**src/rla_pkg.sv**
```systemverilog
// shared types and constants of the running lcm accumulator
package rla_pkg;

  localparam int VALUE_PORT_BITS  = 16;
  localparam int RESULT_PORT_BITS = 32;

  typedef enum logic [3:0] {
    S_IDLE,
    S_DECIDE,
    S_GCD_GO,
    S_GCD_WAIT,
    S_QUOT_GO,
    S_QUOT_WAIT,
    S_MUL_GO,
    S_MUL_WAIT,
    S_FINISH
  } state_e;

endpackage

```
**src/rla_div.sv**
```systemverilog
// iterative restoring divider, one quotient bit per cycle
module rla_div #(
  parameter int W = 32
) (
  input  logic         clk_i,
  input  logic         rst_ni,
  input  logic         start_i,
  input  logic [W-1:0] dividend_i,
  input  logic [W-1:0] divisor_i,
  output logic         done_o,
  output logic [W-1:0] quotient_o,
  output logic [W-1:0] remainder_o
);

  localparam int CW = $clog2(W + 1);

  logic          busy_q;
  logic          done_q;
  logic [CW-1:0] cnt_q;
  logic [W-1:0]  quo_q;
  logic [W-1:0]  rem_q;
  logic [W-1:0]  dsr_q;
  logic [W:0]    trial;
  logic [W:0]    diff;
  logic          ge;

  // shift in the next dividend bit and try to subtract the divisor
  assign trial = {rem_q, quo_q[W-1]};
  assign diff  = trial - {1'b0, dsr_q};
  assign ge    = ~diff[W];

  always_ff @(posedge clk_i or negedge rst_ni) begin
    if (!rst_ni) begin
      busy_q <= 1'b0;
      done_q <= 1'b0;
      cnt_q  <= '0;
    end else begin
      done_q <= busy_q && (cnt_q == CW'(1));
      if (start_i) begin
        busy_q <= 1'b1;
        cnt_q  <= CW'(W);
      end else if (busy_q) begin
        cnt_q <= cnt_q - CW'(1);
        if (cnt_q == CW'(1)) begin
          busy_q <= 1'b0;
        end
      end
    end
  end

  always_ff @(posedge clk_i) begin
    if (start_i) begin
      quo_q <= dividend_i;
      rem_q <= '0;
      dsr_q <= divisor_i;
    end else if (busy_q) begin
      quo_q <= {quo_q[W-2:0], ge};
      rem_q <= ge ? diff[W-1:0] : trial[W-1:0];
    end
  end

  assign done_o      = done_q;
  assign quotient_o  = quo_q;
  assign remainder_o = rem_q;

endmodule

```
**src/rla_mul.sv**
```systemverilog
// shift-add multiplier, one multiplier bit per cycle
module rla_mul #(
  parameter int AW = 32,
  parameter int BW = 16
) (
  input  logic            clk_i,
  input  logic            rst_ni,
  input  logic            start_i,
  input  logic [AW-1:0]   a_i,
  input  logic [BW-1:0]   b_i,
  output logic            done_o,
  output logic [AW+BW-1:0] product_o
);

  localparam int CW = $clog2(BW + 1);
  localparam int PW = AW + BW;

  logic          busy_q;
  logic          done_q;
  logic [CW-1:0] cnt_q;
  logic [PW-1:0] prod_q;
  logic [PW-1:0] mcand_q;
  logic [BW-1:0] mplier_q;

  always_ff @(posedge clk_i or negedge rst_ni) begin
    if (!rst_ni) begin
      busy_q <= 1'b0;
      done_q <= 1'b0;
      cnt_q  <= '0;
    end else begin
      done_q <= busy_q && (cnt_q == CW'(1));
      if (start_i) begin
        busy_q <= 1'b1;
        cnt_q  <= CW'(BW);
      end else if (busy_q) begin
        cnt_q <= cnt_q - CW'(1);
        if (cnt_q == CW'(1)) begin
          busy_q <= 1'b0;
        end
      end
    end
  end

  always_ff @(posedge clk_i) begin
    if (start_i) begin
      prod_q   <= '0;
      mcand_q  <= PW'(a_i);
      mplier_q <= b_i;
    end else if (busy_q) begin
      if (mplier_q[0]) begin
        prod_q <= prod_q + mcand_q;
      end
      mcand_q  <= mcand_q << 1;
      mplier_q <= mplier_q >> 1;
    end
  end

  assign done_o    = done_q;
  assign product_o = prod_q;

endmodule

```
**src/running_lcm_accumulator_core.sv**
```systemverilog
// Running LCM accumulator: one unsigned value per request, the LCM of the set is
// returned on the request marked last, saturated to all ones with a sticky overflow
// flag. A request that starts a set, hits a zero or follows an overflow skips the
// arithmetic. Otherwise the update runs Euclid's gcd on one shared restoring divider
// of width W, the wider of VALUE_BITS and RESULT_BITS, then one more division for
// value/gcd and a shift-add multiply. The block takes no request while busy; a
// finished result sits in an output register until taken, and a request marked last
// waits at the end of its update while an earlier result is still untaken.
module running_lcm_accumulator_core
  import rla_pkg::*;
#(
  parameter int VALUE_BITS  = 16,
  parameter int RESULT_BITS = 32
) (
  input  logic                        clk_i,
  input  logic                        rst_ni,
  input  logic                        in_valid_i,
  output logic                        in_ready_o,
  input  logic [VALUE_PORT_BITS-1:0]  value_i,
  input  logic                        last_item_i,
  output logic                        out_valid_o,
  input  logic                        out_ready_i,
  output logic [RESULT_PORT_BITS-1:0] lcm_value_o,
  output logic                        overflowed_o
);

  localparam int W  = (RESULT_BITS > VALUE_BITS) ? RESULT_BITS : VALUE_BITS;
  localparam int PW = RESULT_BITS + VALUE_BITS;

  state_e state_q, state_d;

  logic [VALUE_BITS-1:0]       v_q;
  logic                        last_q;
  logic [RESULT_BITS-1:0]      acc_q;
  logic                        started_q;
  logic                        ovf_q;
  logic [W-1:0]                x_q;
  logic [W-1:0]                y_q;
  logic                        out_valid_q;
  logic [RESULT_PORT_BITS-1:0] out_lcm_q;
  logic                        out_ovf_q;

  logic                        div_start;
  logic [W-1:0]                div_dividend;
  logic [W-1:0]                div_divisor;
  logic                        div_done;
  logic [W-1:0]                div_quo;
  logic [W-1:0]                div_rem;
  logic                        mul_start;
  logic                        mul_done;
  logic [PW-1:0]               mul_prod;

  logic                        in_fire;
  logic                        out_free;
  logic                        skip_math;
  logic                        v_fits;
  logic                        emit;

  assign in_fire  = in_valid_i && in_ready_o;
  assign out_free = !out_valid_q || out_ready_i;
  assign v_fits   = ((W'(v_q) >> RESULT_BITS) == '0);
  assign skip_math = !started_q || ovf_q || (acc_q == '0) || (v_q == '0);

  rla_div #(
    .W(W)
  ) u_div (
    .clk_i       (clk_i),
    .rst_ni      (rst_ni),
    .start_i     (div_start),
    .dividend_i  (div_dividend),
    .divisor_i   (div_divisor),
    .done_o      (div_done),
    .quotient_o  (div_quo),
    .remainder_o (div_rem)
  );

  rla_mul #(
    .AW(RESULT_BITS),
    .BW(VALUE_BITS)
  ) u_mul (
    .clk_i     (clk_i),
    .rst_ni    (rst_ni),
    .start_i   (mul_start),
    .a_i       (acc_q),
    .b_i       (div_quo[VALUE_BITS-1:0]),
    .done_o    (mul_done),
    .product_o (mul_prod)
  );

  // next state
  always_comb begin
    state_d = state_q;
    case (state_q)
      S_IDLE: begin
        if (in_valid_i) state_d = S_DECIDE;
      end
      S_DECIDE: begin
        state_d = skip_math ? S_FINISH : S_GCD_GO;
      end
      S_GCD_GO: state_d = S_GCD_WAIT;
      S_GCD_WAIT: begin
        if (div_done) begin
          state_d = (div_rem == '0) ? S_QUOT_GO : S_GCD_GO;
        end
      end
      S_QUOT_GO: state_d = S_QUOT_WAIT;
      S_QUOT_WAIT: begin
        if (div_done) state_d = S_MUL_GO;
      end
      S_MUL_GO: state_d = S_MUL_WAIT;
      S_MUL_WAIT: begin
        if (mul_done) state_d = S_FINISH;
      end
      S_FINISH: begin
        if (!last_q || out_free) state_d = S_IDLE;
      end
      default: state_d = S_IDLE;
    endcase
  end

  // sequencer outputs
  always_comb begin
    in_ready_o   = 1'b0;
    div_start    = 1'b0;
    mul_start    = 1'b0;
    div_dividend = x_q;
    div_divisor  = y_q;
    emit         = 1'b0;
    case (state_q)
      S_IDLE:    in_ready_o = 1'b1;
      S_GCD_GO:  div_start  = 1'b1;
      S_QUOT_GO: begin
        div_start    = 1'b1;
        div_dividend = W'(v_q);
        div_divisor  = x_q;
      end
      S_MUL_GO:  mul_start  = 1'b1;
      S_FINISH:  emit       = last_q && out_free;
      default: ;
    endcase
  end

  always_ff @(posedge clk_i or negedge rst_ni) begin
    if (!rst_ni) begin
      state_q     <= S_IDLE;
      started_q   <= 1'b0;
      ovf_q       <= 1'b0;
      acc_q       <= '0;
      out_valid_q <= 1'b0;
    end else begin
      state_q <= state_d;
      if (emit) begin
        out_valid_q <= 1'b1;
      end else if (out_valid_q && out_ready_i) begin
        out_valid_q <= 1'b0;
      end
      case (state_q)
        S_DECIDE: begin
          if (!started_q) begin
            started_q <= 1'b1;
            ovf_q     <= !v_fits;
            acc_q     <= v_fits ? RESULT_BITS'(v_q) : '1;
          end else if (!ovf_q && ((acc_q == '0) || (v_q == '0))) begin
            acc_q <= '0;
          end
        end
        S_MUL_WAIT: begin
          if (mul_done) begin
            if ((mul_prod >> RESULT_BITS) != '0) begin
              ovf_q <= 1'b1;
              acc_q <= '1;
            end else begin
              acc_q <= RESULT_BITS'(mul_prod);
            end
          end
        end
        S_FINISH: begin
          if (emit) begin
            started_q   <= 1'b0;
            ovf_q       <= 1'b0;
          end
        end
        default: ;
      endcase
    end
  end

  // payload registers
  always_ff @(posedge clk_i) begin
    if (in_fire) begin
      v_q    <= VALUE_BITS'(value_i);
      last_q <= last_item_i;
    end
    if ((state_q == S_DECIDE) && !skip_math) begin
      x_q <= W'(v_q);
      y_q <= W'(acc_q);
    end
    // euclid step: (x, y) <= (y, x mod y), gcd ends up in x
    if ((state_q == S_GCD_WAIT) && div_done) begin
      x_q <= y_q;
      y_q <= div_rem;
    end
    if (emit) begin
      out_lcm_q <= RESULT_PORT_BITS'(acc_q);
      out_ovf_q <= ovf_q;
    end
  end

  assign out_valid_o  = out_valid_q;
  assign lcm_value_o  = out_lcm_q;
  assign overflowed_o = out_ovf_q;

endmodule

```
**config.mk**
```make
export PLATFORM = sky130hd
export DESIGN_NAME = running_lcm_accumulator_core
export DESIGN_NICKNAME = d
export VERILOG_FILES = /design/src/rla_pkg.sv /design/src/rla_div.sv /design/src/rla_mul.sv /design/src/running_lcm_accumulator_core.sv
export SDC_FILE = /design/constraint.sdc
export NUM_CORES = 1
export LEC_CHECK = 0
export BUFFER_PORTS_ARGS = -buffer_cell sky130_fd_sc_hd__buf_4
export CAP_MARGIN = 40
export CORE_MARGIN = 10
export CORE_UTILIZATION = 50
export CTS_BUF_LIST = sky130_fd_sc_hd__clkbuf_8 sky130_fd_sc_hd__clkbuf_16
export DETAILED_ROUTE_END_ITERATION = 10
export PLACE_DENSITY = 0.7
export SLEW_MARGIN = 20
export SYNTH_ARGS = -nofsm -noshare
export SYNTH_HDL_FRONTEND = slang
export SYNTH_SLANG_ARGS = --single-unit
```
**constraint.sdc**
```tcl
create_clock -name clk_i -period 3.1 [get_ports clk_i]
set_input_delay 0.31 -clock clk_i [delete_from_list [all_inputs] [get_ports clk_i]]
set_output_delay 0.31 -clock clk_i [all_outputs]
set_load 0.1 [all_outputs]
```
* Yosys cells after proc, flatten, opt, wreduce, memory -nomap -nowiden
Cells that the tools add are included.
** Word-level totals
- ROM bits :: 0
- Bits of input ports :: 21
- Latch bits :: 0
- Flip-flop bits (word level) :: 376
- Word-level logic and storage cells :: 133
- Output and inout bits :: 35
- Bits in writable memories :: 0
- Memories kept :: 0
** Cells by class
- Reductions and logical operators :: 37
- Muxes and demuxes :: 48
- Multiply operators :: 0
- Bitwise operators :: 1
- Divide/modulo/power cells :: 0
- Shifts and indexed selects :: 0
- Equal/unequal tests :: 19
- Order comparisons :: 0
- Add/subtract/negate cells :: 4
** Operators by type and width (count)
- $mux 32 :: 15
- $logic_not 32->1 :: 2
- $pmux 32 s2 :: 1
- $add 48x48->48 :: 1
- $reduce_bool 48->1 :: 1
- $pmux 4 s9 :: 1
- $sub 33x32->33 :: 1
- $mux 16 :: 2
- $mux 4 :: 6
- $eq 4x3->1 const B :: 4
- $logic_not 16->1 :: 1
- $mux 1 :: 16
- $mux 6 :: 2
- $reduce_bool 2->1 :: 6
- $mux 5 :: 2
- $ne 2x2->1 const B :: 5
- $reduce_and 5->1 :: 2
- $eq 4x2->1 const B :: 2
- $logic_and 1x1->1 :: 8
- $eq 6x1->1 const B :: 1
- $logic_or 1x1->1 :: 6
- $ne 2x1->1 const B :: 3
- $sub 6x1->6 const B :: 1
- $eq 5x1->1 const B :: 1
- other kinds (14) :: 19

* Logic depth before layout (Yosys ltp)
Gate-level depths: netlist of run 1.
- Depth in word-level cells :: 8
- Depth in mapped cells :: 15
- Depth with buffers taken out :: 13

* Cells and area by module
From an unflattened synthesis of run 1, not the netlist that was laid out.
** Second synthesis, totals
- Cell total of the unflattened synthesis :: 1956
- Area, all modules :: 20343.3 µm²
** Modules (own cells, without submodules)
- rla_mul :: area each 7213.2 µm², sequential area each 2897.8 µm², instances 1, cells each 772
- running_lcm_accumulator_core :: area each 7049.3 µm², sequential area each 4399.2 µm², instances 1, cells each 588
- rla_div :: area each 6080.8 µm², sequential area each 2762.6 µm², instances 1, cells each 596

* Least setup slack after synthesis of run 1
Ideal clock, no wire load.
- Kind :: reg-to-reg
- From :: register state_q[0]
- To :: register last_q (enable)
- Stages on the path, launching flop included :: 4
- Slack :: -1.594 ns
- Period minus slack after synthesis :: 4.694 ns
- Data arrival time :: 4.319 ns
- Buffers on the path :: 1
- Data required time :: 2.725 ns
- Library setup time :: 0.375 ns
- Path through :: dfrtp_1 > clkbuf_1 > nor4_1 > and2_1
** On the way
- Word-level cells in the longest chain between the ends :: 3
** Ends and longest elaborated chain
- from (decl) :: RTL line running_lcm_accumulator_core.sv:30 : state_e state_q, state_d;
- from (signal assigned) :: RTL line running_lcm_accumulator_core.sv:151 : state_q <= state_d;
- $logic_not 4->1 :: RTL line running_lcm_accumulator_core.sv:129 : case (state_q)
- $mux 1 :: RTL line running_lcm_accumulator_core.sv:129
- named net in_ready_o :: RTL line running_lcm_accumulator_core.sv:18 : output logic in_ready_o,
- $logic_and 1x1->1 :: RTL line running_lcm_accumulator_core.sv:59 : assign in_fire = in_valid_i && in_ready_o;
- named net in_fire :: RTL line running_lcm_accumulator_core.sv:53 : logic in_fire;
- to (signal assigned) :: RTL line running_lcm_accumulator_core.sv:192 : last_q <= last_item_i;
- to (decl) :: RTL line running_lcm_accumulator_core.sv:33 : logic last_q;
The timed path passes the listed nets, and every way through them passes these cells.
A chain may end at the register's enable or synchronous reset.

* Worst setup path after layout of run 1
- From :: register u_div.quo_q[31] (netlist: u_div.quotient_o[31])
- To :: register u_div.quo_q[0] (netlist: u_div.quotient_o[0]), data pin
** On the way
- Word-level cells in the longest chain between the ends :: 4
** Ends and longest elaborated chain
- from (decl) :: RTL line rla_div.sv:20 : logic [W-1:0] quo_q;
- from (signal assigned) :: RTL line rla_div.sv:53 : quo_q <= dividend_i;
- from (signal assigned) :: RTL line rla_div.sv:57 : quo_q <= {quo_q[W-2:0], ge};
- $sub 33x32->33 :: RTL line rla_div.sv:29 : assign diff = trial - {1'b0, dsr_q};
- $not 1->1 :: RTL line rla_div.sv:30 : assign ge = ~diff[W];
- $mux 32 :: RTL line rla_div.sv:56 : end else if (busy_q) begin
- $mux 32 :: RTL line rla_div.sv:52 : if (start_i) begin
Every way passes these cells. The select of a mux whose other input is x is not followed.

==> results of run 1 <==
## routing by layer
| layer | GRT usage (%) | up-vias | share of wire, % |
|---|---|---|---|
| met2 | 35.0 | 494 | 48 |
| li1 | - | 7666 | - |
| met4 | 6.92 | 2 | 3.1 |
| met1 | 27.7 | 7577 | 43 |
| met3 | 3.60 | 107 | 5.8 |
| met5 | 0 | - | 0.025 |
## worst paths after layout
check                                      from                   to  slack, ns
min in group asynchronous                rst_ni            acc_q[30]       0.33
max in group asynchronous                rst_ni             acc_q[1]       2.21
setup / recovery           u_div.quotient_o[31]  u_div.quotient_o[0]      0.003
setup reg to reg           u_div.quotient_o[31]  u_div.quotient_o[0]      0.003
hold / removal                      out_ready_i          out_valid_o       0.13
hold reg to reg             u_mul.product_o[37]  u_mul.product_o[37]       0.47
## through the flow
step / instance area [sq um] / worst slack, ns / instances / setup TNS (ns)
floorplan: 19800 / 0.0228 / 2103 / 0
detailed placement: 21300 / -0.0573 / 2652 / -0.334
CTS: 22800 / -0.0160 / 2748 / -0.0160
global placement: 21200 / 0.0186 / 2650 / 0
global route: 23200 / -0.127 / 2759 / -1.63
finish: 23200 / 0.00261 / 2760 / 0
## cell usage in the layout, fill, tap and decap left out, types with 8 or more instances in the layout
master,netlist,routed
sky130_fd_sc_hd__mux2i_1,39,38
sky130_fd_sc_hd__a31oi_1,12,11
sky130_fd_sc_hd__o21bai_1,9,9
sky130_fd_sc_hd__a21oi_2,3,13
sky130_fd_sc_hd__and2_1,21,21
sky130_fd_sc_hd__ha_1,83,81
sky130_fd_sc_hd__nand3_1,28,27
sky130_fd_sc_hd__a21o_1,37,37
sky130_fd_sc_hd__nor2_1,127,116
sky130_fd_sc_hd__nor3_1,36,32
sky130_fd_sc_hd__o21ai_1,16,11
sky130_fd_sc_hd__nand2_1,520,515
sky130_fd_sc_hd__clkbuf_16,0,43
sky130_fd_sc_hd__dfxtp_1,96,96
sky130_fd_sc_hd__nor2b_1,12,10
sky130_fd_sc_hd__buf_12,0,8
sky130_fd_sc_hd__xnor2_1,40,40
sky130_fd_sc_hd__inv_1,49,55
sky130_fd_sc_hd__mux2_2,49,49
sky130_fd_sc_hd__edfxtp_1,226,226
sky130_fd_sc_hd__nor4_1,29,26
sky130_fd_sc_hd__nand2b_1,11,10
sky130_fd_sc_hd__xor2_1,33,32
sky130_fd_sc_hd__buf_4,3,134
sky130_fd_sc_hd__a21oi_1,198,186
sky130_fd_sc_hd__dlygate4sd3_1,0,18
sky130_fd_sc_hd__o211ai_1,11,11
sky130_fd_sc_hd__o21ai_0,134,134
sky130_fd_sc_hd__and3_1,15,14
sky130_fd_sc_hd__dfrtp_1,54,54
sky130_fd_sc_hd__nand4_1,19,19
## kinds of logic (layout without fill, tap and decap cells)
family          Yosys count  in the layout  share of synthesized area, %
buf+inv                 161            299                          3.19
fa+ha+maj                85             85                          5.45
other cells               0              1                             0
mux                      89             89                          4.82
simple gates            837            837                          18.0
compound gates          482            482                          14.5
flops                   376            376                          50.8
xor+xnor                 73             73                          3.23
## layout make-up
class	instances	share of cell area (%)
flip-flops and latches	376	43.3
multi-input cells	1566	40.8
repair buffers	172	6.57
clock buffers	48	4.83
well taps	518	2.79
clock inverters	28	0.910
inverters	51	0.829
diodes	1	0.0108
## worst max-delay path, delay by kind of cell (launching register included)
| kind | cells | cell delay [ns] |
|---|---|---|
| flip-flops | 1 | 0.40 |
| buffers and inverters | 3 | 0.34 |
| AND/OR/NAND/NOR | 2 | 0.09 |
| XOR/XNOR | 1 | 0.21 |
| adder cells (fa/ha/maj) | 2 | 0.36 |
| AO/OA/AOI/OAI | 7 | 1.44 |
## synth_stat cells (all sizes together), types with 3 or more instances
| cell type | n | area, sq um |
|---|---|---|
| a31oi | 12 | 75.1 |
| edfxtp | 226 | 6790 |
| nor2 | 127 | 477 |
| ha | 83 | 1040 |
| a41oi | 3 | 26.3 |
| a21o | 37 | 278 |
| o21a | 7 | 52.6 |
| inv | 49 | 184 |
| clkbuf | 97 | 364 |
| nand4 | 19 | 119 |
| mux2 | 50 | 563 |
| o211ai | 11 | 82.6 |
| dfxtp | 96 | 1920 |
| mux2i | 39 | 390 |
| nand2b | 11 | 68.8 |
| o211a | 4 | 40.0 |
| a2111oi | 5 | 57.6 |
| nor4 | 30 | 194 |
| a21oi | 202 | 1030 |
| dfrtp | 54 | 1350 |
| a211oi | 8 | 65.1 |
| and3 | 15 | 93.8 |
| or4 | 3 | 22.5 |
| xor2 | 33 | 289 |
| nor2b | 12 | 75.1 |
| o311ai | 3 | 26.3 |
| o21ai | 150 | 751 |
| o41ai | 4 | 53.8 |
| and2 | 21 | 131 |
| xnor2 | 40 | 350 |
| nor3 | 36 | 180 |
| buf | 13 | 75.1 |
| nand3 | 28 | 140 |
| a21boi | 3 | 22.5 |
| nand2 | 520 | 1950 |
| nor4b | 4 | 35.0 |
| o21bai | 9 | 67.6 |
| o31ai | 5 | 56.3 |
| nand3b | 3 | 22.5 |
## sequential cells by signal (all words and copies together), names as in the netlist, 32 cells and up
name	count
u_mul.mcand_q	48
u_mul.product_o	48
acc_q	32
lcm_value_o	32
u_div.dsr_q	32
u_div.quotient_o	32
u_div.remainder_o	32
x_q	32
y_q	32
## what timing repair did
item | in CTS | in global routing
resized for setup | 6 | 67
pin swaps | 3 | 39
hold buffers | 18 | 0
endpoints found under the setup margin | 29 | 44
buffers inserted | 2 | 10
gates cloned | 0 | 3
hold endpoints to repair | 71 | 0
## power groups by stage
| stage | clock, mW | sequential, mW | combinational [mW] |
|---|---|---|---|
| final | 4.79 | 8.46 | 11.3 |
| after global routing | 5.09 | 8.65 | 12.5 |
| after CTS | 4.87 | 8.44 | 10.3 |
| after detailed placement | 0 | 8.52 | 10.1 |
| after global placement | 0 | 8.45 | 9.88 |
| after floorplan | 0 | 8.23 | 7.45 |
==> results.yml, run 1 <==
die:
  coreArea_sq_mm: 0.0389
  fp-row-count: 72
  fp.dieArea_sq_mm: 0.0479
  die_x_um: 219
  boundaryPins: 56
  initial_core_util_pct: 50.9
  vertical_die_dimension_um: 219
min_path:
  min_path_cells: 3
  hp-class: "input pin to flop"
power:
  power_report.internal_total_mw: 14.7
  switching_share_of_power_pct: 40.0
  p_leak_nw: 9.69
  p_seq_share_pct: 34.4
  power_per_cell_area_mw_per_mm2: 1060
  combPwrFrac_pct: 46.1
  worst_ir_drop_vdd_mv: 0.542
  fin_total_pwr_mw: 24.6
  power.switching_mw: 9.83
  power_frac_clock_pct: 19.5
layout:
  drive_above_1_share_pct: 15.4
  multi_input_comb_area_sq_mm: 0.00948
  num-fill-cells: 3298
  layout.core_utilization_pct: 59.7
  register_area_sq_mm: 0.0101
  final_nets: 2314
  synthToLayoutAreaGrowth_pct: 17.4
route:
  route.vias.total: 15846
  detail_route.vias_per_cell: 5.74
  drtAntennaViolNets: 0
  detailedRoute.firstIterationViolations: 1242
  wire_per_inst_um: 18.7
  drc: 0
  routed_wirelength_um: 51500
  drt_pre_antenna_iters: 5
synth:
  synth-seq-cells: 376
  synth_warnings: 0
  syn-num-nets: 2209
  synth-edff-count: 226
  synthFlopType: "sky130_fd_sc_hd__edfxtp_1"
  mappedNetlistArea_sq_mm: 0.0198
  async_flop_share_pct: 14.4
  sequential_fraction_of_the_synthesis_area_pct: 50.8
  synthesis.instances: 2103
  avgSynthCellArea_sq_um: 9.41
  synth_cell_type_count: 73
global_route:
  globalRouteOverflowTotal: 0
  track_usage_pct: 21.2
  grt_first_pass_wirelength_um: 82500
  maximum_number_of_pins_on_one_net_before_global_route_repair: 81
  grt_pass1_vias: 15293
  antenna_found_initial: 2
setup_path:
  critical_path.slowest_cell: "sky130_fd_sc_hd__edfxtp_1"
  critical_path.most_common_cell: "sky130_fd_sc_hd__buf_6"
  critical_path.startpoint_type: "flop"
  worst-endpoint-arrival_ns: 3.42
  worst_path_largest_cell_delay_ns: 0.40
  worstPathRequired_ns: 3.42
  crit_type: "flop to flop"
  timing.critical_path.to_type: "flop"
  r2r_cells: 15
  crit_chain: "inv_2 -> ha_4 -> fa_2 -> nor2b_4 -> o31ai_4 -> a32oi_2 -> a221oi_2 -> o21ai_2 -> a21oi_4 -> xor2_4 -> buf_6 -> buf_6 -> nor2_2 -> a21oi_2 -> o21ai_1"
  critical_path.max_fanout: 3
clocking:
  worstSkewPairLatency_ns: 0.58
  cts.clk_slew.worst_paths_ns: 0.06
  clock-sinks: 376
  cts_max_level: 2
  tritoncts.num_buffers: 41
  tritoncts: "yes"
  ctsLongestPathBuffers: 3
  cts-root-buf: "sky130_fd_sc_hd__clkbuf_16"
job:
  number_of_violations_of_the_max_capacitance_limit: 0
timing:
  max-slew-margin-rel_pct: 48.2
  final.hold.worst_slack_ns: 0.131
  fin_skew_ns: 0.0278
  fin_crit_sh_pct: 99.9
  timing.final.max_slew_violations: 0
  final-setup-viol-count: 0
  grt_setup_unrepaired: "yes"
  final_critical_delay_including_setup_and_external_delays_ns: 3.10
  tightestPinTransition_ns: 0.776
  fmax_mhz: 323
  finalHoldViolCount: 0
outcome:
  status: "finished clean"
placement:
  buffer_ports.inserted: 55
  place_congestion: 0.967
  dp_hpwl_um: 36000
Power figures use the tool's default switching activity.
==> run 2, diff against run 1 <==
Settings changed: PLACE_DENSITY 0.7 to default, PLACE_DENSITY_LB_ADDON from default to 0.15.
==> run 2 against run 1 <==
Wire length is 2.0% higher. Sequential share of layout area is 0.15 points lower. Clock-buffer cell count is 3 lower. First-iteration DRC count is 6.7% lower. Design area is 0.34% higher. Register-to-register slack better by 0.07 ns. Combinational power hardly changed. Non-clock buffer count is 6 higher. Total power is 0.81% higher.
==> results.yml, run 2 (synthesis results as in run 1) <==
route:
  drtAntennaViolNets: 0
  drt_pre_antenna_iters: 5
  routed_wirelength_um: 52600
  detailedRoute.firstIterationViolations: 1159
  wire_per_inst_um: 19.0
  detail_route.vias_per_cell: 5.68
  drc: 0
  route.vias.total: 15703
clocking:
  ctsLongestPathBuffers: 3
  clock-sinks: 376
  tritoncts: "yes"
  cts.clk_slew.worst_paths_ns: 0.06
  cts-root-buf: "sky130_fd_sc_hd__clkbuf_16"
  worstSkewPairLatency_ns: 0.57
  cts_max_level: 2
  tritoncts.num_buffers: 42
timing:
  final_critical_delay_including_setup_and_external_delays_ns: 3.03
  grt_setup_unrepaired: "yes"
  final_critical_path_setup_slack_ns: 0.0699
  max-slew-margin-rel_pct: 52.7
  fmax_mhz: 330
  finalHoldViolCount: 0
  fin_skew_ns: 0.0124
  tightestPinTransition_ns: 0.709
  final.hold.worst_slack_ns: 0.0965
  timing.final.max_slew_violations: 0
  fin_crit_sh_pct: 97.7
  final-setup-viol-count: 0
layout:
  mostFrequentLayoutCells: "sky130_fd_sc_hd__nand2_1, sky130_fd_sc_hd__edfxtp_1, sky130_fd_sc_hd__a21oi_1"
  final_nets: 2321
  synthToLayoutAreaGrowth_pct: 17.8
  final_instance_count_excl_fillers: 2767
  mostFrequentLayoutCell: "sky130_fd_sc_hd__nand2_1"
  antenna-diode-count: 0
  layout.core_utilization_pct: 59.9
  drive_above_1_share_pct: 14.7
  num-fill-cells: 3377
setup_path:
  worstPathRequired_ns: 3.51
  crit-reg2reg-capture: "u_div.remainder_o[25]"
  crit_chain: "inv_1 -> ha_2 -> fa_2 -> nor2b_2 -> o31ai_4 -> a32oi_2 -> a221oi_2 -> o21ai_2 -> a21oi_4 -> xor2_4 -> buf_12 -> buf_12 -> mux2i_1 -> a21oi_1"
  critical-path-top-delay-family: "compound AO/OA/AOI/OAI gates"
  timing.critical_path.buf_inv: 3
  regToRegSetupSlack_ns: 0.07
  critical_path.most_common_cell: "sky130_fd_sc_hd__buf_12"
  crit_type: "flop to flop"
  worst-endpoint-arrival_ns: 3.44
  worst_path_largest_cell_delay_ns: 0.38
  critical_path.startpoint_type: "flop"
  r2r_cells: 14
  regToRegStartpoint: "u_div.quotient_o[31]"
  critical_path.slowest_cell: "sky130_fd_sc_hd__edfxtp_1"
  timing.critical_path.to_type: "flop"
  critical_path.max_fanout: 9
global_route:
  grt_pass1_vias: 15534
  globalRouteMet2Util_pct: 36.9
  grt_first_pass_wirelength_um: 84200
  globalRouteOverflowTotal: 0
  track_usage_pct: 21.7
  antenna_found_initial: 0
  maximum_number_of_pins_on_one_net_before_global_route_repair: 81
  grt_util_met3_pct: 3.04
  gr-usage-met1_pct: 28.5
  grt_most_used_layer: "met2"
die:
  vertical_die_dimension_um: 219
  coreArea_sq_mm: 0.0389
  fp-row-count: 72
  die_x_um: 219
  boundaryPins: 56
  fp.dieArea_sq_mm: 0.0479
  initial_core_util_pct: 50.9
placement:
  preCtsSetupSlack_ns: -0.0937
  cell_count_after_placement: 2653
  place_congestion: 0.921
  buffer_ports.inserted: 55
  dp_hpwl_um: 37000
outcome:
  status: "finished clean"
job:
  number_of_violations_of_the_max_capacitance_limit: 0
power:
  worst_ir_drop_vdd_mv: 0.659
  p_leak_nw: 9.78
  power_per_cell_area_mw_per_mm2: 1060
min_path:
  hp-class: "input pin to async pin"
## run 2: cell types whose count changed in the layout (fill, tap and decap cells not counted), moves of 7 or more
cell                       delta
sky130_fd_sc_hd__nor2_1       +8
sky130_fd_sc_hd__a21oi_1     +10
sky130_fd_sc_hd__a21oi_2      -9
sky130_fd_sc_hd__clkbuf_8     -7
sky130_fd_sc_hd__buf_4        +7
sky130_fd_sc_hd__inv_1        +8
## run 2: layer usage
metal / vias to the layer above / routed length (um)
met3: 89 / 2380
met5: - / 0
met1: 7616 / 23400
met2: 343 / 25600
met4: 0 / 1190
li1: 7655 / -
## run 2: power breakdown
part           internal (mW)  switching [mW]  total, mW
Clock                   3.10            2.03       5.13
Sequential              7.33            1.11       8.45
Combinational           4.71            6.49       11.2
Total                   15.1            9.63       24.8
## run 2: what timing repair did
action / 4_1_cts / 5_1_grt
resized for setup: 5 / 37
hold endpoints to repair: 71 / 0
setup endpoints to repair: 18 / 43
gates cloned: 0 / 2
setup buffers: 0 / 12
pin swaps: 2 / 25
hold buffers: 18 / 0
## run 2: worst max-delay path by stage
stage	from	end	slack, ns	cells after the start
floorplan	state_q[3]	x_q[0]	0.02	5
global placement	u_mul.mcand_q[0]	u_mul.product_o[32]	-0.02	12
detailed placement	u_mul.mcand_q[0]	u_mul.product_o[40]	-0.09	11
CTS	u_div.dsr_q[1]	u_div.remainder_o[25]	0.002	13
global route	u_div.quotient_o[31]	u_div.remainder_o[25]	-0.06	14
finish	u_div.quotient_o[31]	u_div.remainder_o[25]	0.07	14
## run 2: layout make-up
class                   instances  area [sq um]  share of cell area (%)
clock buffers                  45          1130                    4.83
well taps                     518           648                    2.78
repair buffers                178          1620                    6.93
inverters                      51           193                   0.826
clock inverters                33           288                    1.23
flip-flops and latches        376         10100                    43.1
multi-input cells            1566          9390                    40.3
## run 2: worst register-to-register path: stages (launching register included)
cell	delay [ns]
sky130_fd_sc_hd__edfxtp_1	0.38
sky130_fd_sc_hd__inv_1	0.08
sky130_fd_sc_hd__ha_2	0.18
sky130_fd_sc_hd__fa_2	0.22
sky130_fd_sc_hd__nor2b_2	0.06
sky130_fd_sc_hd__o31ai_4	0.26
sky130_fd_sc_hd__a32oi_2	0.16
sky130_fd_sc_hd__a221oi_2	0.35
sky130_fd_sc_hd__o21ai_2	0.11
sky130_fd_sc_hd__a21oi_4	0.22
sky130_fd_sc_hd__xor2_4	0.28
sky130_fd_sc_hd__buf_12	0.18
sky130_fd_sc_hd__buf_12	0.12
sky130_fd_sc_hd__mux2i_1	0.19
sky130_fd_sc_hd__a21oi_1	0.09
## run 2: through the flow
step,power [mW],TNS [ns],area [sq um]
detailed placement,18.9,-0.315,21300
CTS,24.2,0,22900
global route,26.4,-0.379,23300
finish,24.8,0,23300
floorplan,15.7,0,19800
global placement,18.6,-0.0253,21200
==> run 3, diff against run 2 <==
Settings changed: CORE_UTILIZATION 50 to 57, SKIP_CTS_REPAIR_TIMING from default to 1, SYNTH_HIERARCHICAL from default to 1.
==> run 3 against run 2 <==
The run now ends with setup timing left. Register-to-register slack lost 0.45 ns. First-iteration DRC count increased by 0.43%. Clock-buffer cell count is 1 lower. Die area is 9.0% lower. Largest cell class unchanged.
==> results.yml, run 3 <==
setup_path:
  crit-reg2reg-capture: "u_div/remainder_o[1]"
  endpoint: "u_div/remainder_o[1]"
  worst-endpoint-arrival_ns: 3.92
  worstPathRequired_ns: 3.54
  critical_path_depth: 13
  critical_path.startpoint_type: "flop"
  critical_path.slowest_cell: "sky130_fd_sc_hd__o31a_4"
  critPathLaunch: "u_div/quotient_o[31]"
  r2r_cells: 13
  critical_path.max_fanout: 21
  crit_chain: "inv_1 -> ha_2 -> fa_2 -> nand2b_4 -> a211o_1 -> a311o_1 -> a211o_1 -> and3_4 -> o31a_4 -> xnor2_4 -> buf_12 -> nor4_1 -> a311o_1"
  timing.critical_path.to_type: "flop"
  crit_type: "flop to flop"
  worst_path_largest_cell_delay_ns: 0.36
  regToRegStartpoint: "u_div/quotient_o[31]"
  critical-path-top-delay-family: "compound AO/OA/AOI/OAI gates"
  timing.critical_path.buf_inv: 2
  regToRegSetupSlack_ns: -0.38
synth:
  sequential_fraction_of_the_synthesis_area_pct: 49.4
  fraction_of_post_synthesis_cell_area_in_the_top_cell_type_by_area_pct: 33.4
  main_area_contributors_after_synthesis: "sky130_fd_sc_hd__edfxtp_1, sky130_fd_sc_hd__dfxtp_1, sky130_fd_sc_hd__mux2_2"
  async_flop_share_pct: 14.4
  synth_cell_type_count: 88
  avgSynthCellArea_sq_um: 10.4
  synth-edff-count: 226
  synthFlopType: "sky130_fd_sc_hd__edfxtp_1"
  synthesis.instances: 1956
  synth-seq-cells: 376
  synthTopCellsByCount: "sky130_fd_sc_hd__nand2_1, sky130_fd_sc_hd__edfxtp_1, sky130_fd_sc_hd__a21oi_1, sky130_fd_sc_hd__nor2_1, sky130_fd_sc_hd__mux2_2"
  netlist.top_cell.by_area: "sky130_fd_sc_hd__edfxtp_1"
  mappedNetlistArea_sq_mm: 0.0203
  yosys.cell_count.top_type: "sky130_fd_sc_hd__nand2_1"
  syn-num-nets: 2062
  synth_warnings: 6
route:
  drc: 0
  route.vias.total: 15391
  wire_per_inst_um: 19.3
  detailedRoute.firstIterationViolations: 1164
  drt_pre_antenna_iters: 5
  detail_route.vias_per_cell: 5.92
  drtAntennaViolNets: 0
  routed_wirelength_um: 50300
global_route:
  grt_util_met3_pct: 3.13
  maximum_number_of_pins_on_one_net_before_global_route_repair: 65
  grt_first_pass_wirelength_um: 80100
  globalRouteMet2Util_pct: 36.3
  track_usage_pct: 22.1
  antenna_found_initial: 0
  grt_pass1_vias: 15095
  globalRouteOverflowTotal: 0
  gr-usage-met1_pct: 30.1
  grt_most_used_layer: "met2"
power:
  p_leak_nw: 9.71
  power_per_cell_area_mw_per_mm2: 945
  fin_total_pwr_mw: 22.4
  worst_ir_drop_vdd_mv: 0.720
layout:
  final_nets: 2214
  synthToLayoutAreaGrowth_pct: 16.3
  mostFrequentLayoutCell: "sky130_fd_sc_hd__nand2_1"
  mostFrequentLayoutCells: "sky130_fd_sc_hd__nand2_1, sky130_fd_sc_hd__edfxtp_1, sky130_fd_sc_hd__buf_4"
  layout.core_utilization_pct: 66.8
  multi_input_comb_area_sq_mm: 0.00967
  postLayoutCellArea_sq_mm: 0.0237
  num-fill-cells: 2724
  antenna-diode-count: 0
  register_area_sq_mm: 0.0101
  drive_above_1_share_pct: 20.6
placement:
  placedInstanceArea_sq_mm: 0.0220
  dp_hpwl_um: 35900
  place_congestion: 0.900
  buffer_ports.inserted: 55
  preCtsSetupSlack_ns: -0.382
die:
  die_x_um: 209
  vertical_die_dimension_um: 209
  initial_core_util_pct: 57.5
  fp-row-count: 69
  boundaryPins: 56
  coreArea_sq_mm: 0.0354
  fp.dieArea_sq_mm: 0.0436
timing:
  tns_ns: -9.94
  fin_skew_ns: 0.0219
  final_critical_delay_including_setup_and_external_delays_ns: 3.48
  max-slew-margin-rel_pct: 50.0
  fmax_mhz: 288
  final-setup-viol-count: 33
  tightestPinTransition_ns: 0.749
  timing.final.max_slew_violations: 0
  grt_setup_unrepaired: "yes"
  finalHoldViolCount: 0
  fin_crit_sh_pct: 112
  final_critical_path_setup_slack_ns: -0.376
outcome:
  status: "finished with violations"
  violated_checks: "setup timing"
clocking:
  cts-root-buf: "sky130_fd_sc_hd__clkbuf_16"
  clock-sinks: 376
  cts.clk_slew.worst_paths_ns: 0.06
  tritoncts.num_buffers: 40
  tritoncts: "yes"
  cts_max_level: 2
  worstSkewPairLatency_ns: 0.56
  ctsLongestPathBuffers: 3
job:
  number_of_violations_of_the_max_capacitance_limit: 0
min_path:
  hp-class: "input pin to async pin"
## run 3: cell count changes in the layout (fill, tap and decap cells not counted), moves of 16 or more
cell / change
sky130_fd_sc_hd__o21ai_0: -89
sky130_fd_sc_hd__buf_4: +45
sky130_fd_sc_hd__a211oi_1: +31
sky130_fd_sc_hd__a21oi_1: -69
sky130_fd_sc_hd__nor2b_1: +16
sky130_fd_sc_hd__nand2_1: -215
sky130_fd_sc_hd__o2bb2ai_1: +17
sky130_fd_sc_hd__mux2_2: +76
## run 3: cell type report
| type | count | share of cell area (%) |
|---|---|---|
| Inverter | 66 | 1.05 |
| Tap cell | 461 | 2.44 |
| Sequential cell | 376 | 42.5 |
| Clock inverter | 30 | 1.28 |
| Clock buffer | 44 | 4.47 |
| Multi-Input combinational cell | 1410 | 40.9 |
| Timing Repair Buffer | 214 | 7.36 |
## run 3: worst min-delay path by stage
stage | cells after the start | end | start
finish | 2 | u_mul/cnt_q[1] | rst_ni
global route | 3 | v_q[4] | in_valid_i
CTS | 1 | u_mul/cnt_q[2] | rst_ni
detailed placement | 1 | u_mul/cnt_q[1] | rst_ni
global placement | 1 | u_mul/cnt_q[0] | rst_ni
floorplan | 0 | acc_q[0] | rst_ni
## run 3: power breakdown
| group | internal [mW] | switching, mW |
|---|---|---|
| Clock | 2.89 | 2.02 |
| Combinational | 4.42 | 5.50 |
| Sequential | 6.75 | 0.762 |
## run 3: per-stage QoR
step                      cells  hold slack (ns)
after global routing       2601            0.419
after CTS                  2579           -0.179
after detailed placement   2505            0.404
after global placement     2505            0.407
final                      2601            0.346
after floorplan            1956           0.0144
## run 3: routing by layer
layer  vias to the layer above  routed length, um
li1                       7433                  -
met1                      7483              22500
met2                       400              24000
met3                        75               2720
met4                         0               1050
met5                         -                  0
## run 3: cell families after synthesis
group	share of synthesized area (%)
xor+xnor	3.11
fa+ha+maj	5.30
buf+inv	3.75
mux	10.5
simple gates	15.5
flops	49.4
compound gates	12.4
